==> src/design/bblur_pkg.sv <==
`timescale 1ns / 1ps
package bblur_pkg;

    // Word and field widths
    localparam int WORD_W     = 32;
    localparam int PIX_W      = 24;
    localparam int CHAN_W     = 8;
    localparam int COORD_W    = 10;

    // Configuration port
    localparam int CFG_DATA_W = 11;
    localparam int CFG_ADDR_W = 1;
    localparam logic [CFG_ADDR_W-1:0] REG_FRAME_WIDTH  = 1'b0;
    localparam logic [CFG_ADDR_W-1:0] REG_FRAME_HEIGHT = 1'b1;
    localparam int FRAME_WIDTH_RESET  = 800;
    localparam int FRAME_HEIGHT_RESET = 600;

    // Queue between front and back (power of two)
    localparam int QUEUE_DEPTH = 4;
    localparam int QPTR_W      = $clog2(QUEUE_DEPTH);

    // Neighborhood sum and divide by nine: q = (s * 3641) >> 15, exact for s <= 9*255
    localparam int SUM_W       = 12;
    localparam int RECIP_W     = 12;
    localparam logic [RECIP_W-1:0] RECIP_NINE = 12'd3641;
    localparam int RECIP_SHIFT = 15;
    localparam logic [CHAN_W-1:0] ALPHA_OPAQUE = 8'hFF;

    typedef logic [PIX_W-1:0] rgb_t;

    // One output pixel's 3x3 neighborhood, out-of-frame cells already zeroed.
    // Cell index is column * 3 + row (column left to right, row top to bottom).
    typedef struct packed {
        rgb_t [8:0]         px;
        logic [COORD_W-1:0] x;
        logic [COORD_W-1:0] y;
        logic               last;
    } nbhd_t;

endpackage

==> src/design/bblur_queue.sv <==
`timescale 1ns / 1ps
module bblur_queue
    import bblur_pkg::*;
(
    input  logic            clk,
    input  logic            rst_n,
    input  logic            wr_en,
    input  nbhd_t           wr_data,
    input  logic            rd_en,
    output nbhd_t           rd_data,
    output logic            avail,
    output logic [QPTR_W:0] count
);

    nbhd_t             slot_reg [QUEUE_DEPTH];
    logic [QPTR_W-1:0] wr_ptr_reg, rd_ptr_reg;
    logic [QPTR_W:0]   count_reg;

    // Advance pointers and occupancy
    always_ff @(posedge clk or negedge rst_n)
    begin
        if (!rst_n)
        begin
            wr_ptr_reg <= '0;
            rd_ptr_reg <= '0;
            count_reg  <= '0;
        end
        else
        begin
            if (wr_en)
                wr_ptr_reg <= wr_ptr_reg + QPTR_W'(1);
            if (rd_en)
                rd_ptr_reg <= rd_ptr_reg + QPTR_W'(1);
            unique case ({wr_en, rd_en})
                2'b10:   count_reg <= count_reg + (QPTR_W+1)'(1);
                2'b01:   count_reg <= count_reg - (QPTR_W+1)'(1);
                default: count_reg <= count_reg;
            endcase
        end
    end

    // Store incoming word
    always_ff @(posedge clk)
    begin
        if (wr_en)
            slot_reg[wr_ptr_reg] <= wr_data;
    end

    assign rd_data = slot_reg[rd_ptr_reg];
    assign avail   = (count_reg != '0);
    assign count   = count_reg;

endmodule

==> config.mk <==
export PLATFORM = sky130hd
export DESIGN_NAME = bblur_queue
export DESIGN_NICKNAME = d
export VERILOG_FILES = /design/src/design/bblur_pkg.sv /design/src/design/bblur_queue.sv
export SDC_FILE = /design/constraint.sdc
export NUM_CORES = 1
export LEC_CHECK = 0
export BUFFER_PORTS_ARGS = -buffer_cell sky130_fd_sc_hd__clkbuf_2
export CAP_MARGIN = 20
export CORE_UTILIZATION = 40
export CTS_CLUSTER_DIAMETER = 30
export DETAILED_ROUTE_END_ITERATION = 10
export HOLD_SLACK_MARGIN = 0.12
export SETUP_SLACK_MARGIN = 0.3
export SLEW_MARGIN = 15
export SYNTH_ARGS = -nofsm -noshare
export SYNTH_HDL_FRONTEND = slang
export SYNTH_SLANG_ARGS = --single-unit
==> constraint.sdc <==
create_clock -name clk -period 7.7 [get_ports clk]
set_input_delay 1.155 -clock clk [delete_from_list [all_inputs] [get_ports clk]]
set_output_delay 1.155 -clock clk [all_outputs]
set_load 0.05 [all_outputs]
==> flow_summary.yaml <==
cts:
  cts_sinks: 955
  post-cts-setup-buffers: 0
  clk_path_buf_depth: 3
  clk_latency_ns: 0.73
  holdBufCountCts: 0
  h-tree-depth: 4
  cts_tree: "done"
  path_clk_slew_ns: 0.05
  cts.repair.resized: 0
  cts_inserted_buffers: 176
  cts_root_buffer: "clkbuf_16"
logic_synthesis:
  synthArstFlopShare_pct: 0.733
  synth_seq_area_share_pct: 82.7
  syn_avg_cell_area_sq_um: 27.2
  synthesis.nets: 1520
  yosysWarnings: 0
  synth_top_area_share_pct: 82.2
  syn_inst: 1273
  synth_area_leaders: "edfxtp_1, mux4_2, buf_6, dfrtp_1, buf_2"
  synth.most_common_cell: "edfxtp_1"
  netlist_top_cells_count: "edfxtp_1, mux4_2, buf_2"
  synth_edf_count: 948
  synth.largest_area_cell: "edfxtp_1"
  ys_ff_latch: 955
  synth_top_flop_cell: "edfxtp_1"
  yosysUniqueCellTypes: 19
  netlist_area_sq_um: 34600
timing:
  max_freq_ghz: 0.228
  drv_slew: 0
  hold_violations: 0
  fin_tns_setup_ns: 0
  relSlewSlack_pct: 30.2
  rsz0062_at_grt: "no"
  setup_viol: 0
  fin_skew_ns: 0.0160
  tightest_slew_ns: 1.05
  fin_crit_ns: 4.39
  period_share_pct: 57.0
power_and_ir_drop:
  p_sw_w: 0.00794
  p_seq_share_pct: 32.6
  cellLeakagePower_nw: 15.4
  vdd_drop_max_mv: 0.337
  clkPwrFrac_pct: 35.1
  power.density_nw_per_um2: 491
  p_sw_share_pct: 36.5
  p_comb_share_pct: 32.4
  p_int_w: 0.0138
floorplanning:
  design.die.area_sq_um: 87700
  die_w_microns: 296
  die_y_microns: 296
  start_util_pct: 40.5
  io_pins: 482
  core_area_sq_um: 85400
  fp-row-count: 107
route:
  drt-vias-per-instance: 4.98
  drc: 0
  firstDrtPassIters: 5
  routed_wl_mm: 72.4
  drt_iter0_drc: 737
  drt.antenna.violating_nets: 0
  wl_per_cell_microns: 22.6
  num_vias: 15900
outcome:
  status: "finished clean"
layout:
  final_util_pct: 51.9
  drive_above_1_share_pct: 50.3
  areaGrowthSynthToFinish_pct: 28.0
  largest_register_ffs: 948
  final_nets: 2144
global_routing:
  grt.total_usage_pct: 16.4
  grt_max_degree: 124
  grt_pass1_wl_mm: 106
  grt_pass1_vias: 17100
  grt_overflow: 0
  grt_antenna_before_repair: 12
place:
  routabilityCongestion: 0.721
  port_buffers: 481
  hpwlAfterDp_mm: 42.4
critical_path:
  crit_fanout: 51
  cp.arrival_ns: 3.23
  worst_r2r_path_depth: 5
  endpoint_kind: "output port"
  path_class: "reg -> out"
  cp_data_required_time_ns: 6.55
  startpoint_type: "flop"
run:
  maxCapViolations: 0
worst_hold_path:
  hp-class: "in -> async"
## per-stage QoR
stage	hold slack, ns	total power [W]	cells	area (sq um)	setup WS [ns]
after global placement	0.479	0.0143	2863	38300	3.96
after detailed placement	0.478	0.0144	2863	38300	3.99
after CTS	0.193	0.0221	3191	44300	3.16
after floorplan	0.491	0.0129	1273	34600	0.556
after global routing	0.223	0.0226	3193	44300	3.15
final	0.255	0.0217	3196	44300	3.31
## final cells by class
cell class	count	area, sq um
sequential	955	28700
antenna	5	12.5
inverter	6	22.5
tap	1144	1430
multi-input combinational	259	5540
fill	6723	41100
clock inverter	133	1440
timing repair buffer	499	2630
clock buffer	195	4580
## cells in the final DEF (no fill, tap or decap), drive strengths merged
master	netlist	layout
inv	6	27
o21ai	1	1
mux4	237	237
xnor2	2	2
diode	0	5
edfxtp	948	948
dfrtp	7	7
bufinv	0	22
clkinvlp	0	25
nand2	2	2
clkbuf	2	676
or3	1	1
buf	51	18
fa	1	1
and2	4	4
mux2i	1	1
xor2	4	4
nor2	1	1
ha	5	5
clkinv	0	65
## kinds of logic (layout without fill, tap and decap cells)
| kind of cell | count (synthesis) | after routing | synth area share [%] |
|---|---|---|---|
| flops | 955 | 955 | 82.7 |
| mux | 238 | 238 | 15.4 |
| buf+inv | 59 | 833 | 1.29 |
| simple gates | 8 | 8 | 0.123 |
| fa+ha+maj | 6 | 6 | 0.239 |
| xor+xnor | 6 | 6 | 0.152 |
| compound gates | 1 | 1 | 0.0144 |
| other cells | 0 | 5 | 0 |
## critical path, stage by stage (launching register included)
cell      delay [ns]
dfrtp_4         0.92
buf_4           0.77
mux4_2          0.45
clkbuf_2        0.27
## power by group through the flow
stage	combinational, W	sequential [W]	clock [W]
final	0.00704	0.00709	0.00762
after global routing	0.00739	0.00716	0.00801
after CTS	0.00720	0.00710	0.00778
after detailed placement	0.00719	0.00719	0
after global placement	0.00719	0.00713	0
after floorplan	0.00559	0.00730	0
## final timing paths
check,startpoint,to,slack (ns)
max,rd_ptr_reg[1],rd_data[147],3.31
min,rst_n,count[0],0.26
max reg2reg,wr_ptr_reg[1],slot_reg[1][89],4.76
min reg2reg,count[2],count[2],0.49
max in group asynchronous,rst_n,rd_ptr_reg[1],7.26
min in group clk,count[2],count[2],0.49
## routing by layer
| layer | part of all wire [%] | routed length, microns | up-vias | global-route usage, % |
|---|---|---|---|---|
| met5 | 0.19 | 134 | - | 0 |
| met3 | 7.7 | 5590 | 130 | 6.39 |
| met4 | 2.2 | 1560 | 20 | 6.80 |
| met2 | 52 | 37400 | 459 | 27.0 |
| li1 | - | - | 6891 | - |
| met1 | 38 | 27700 | 8407 | 19.2 |
No activity file was read; power rests on OpenSTA's default activity.
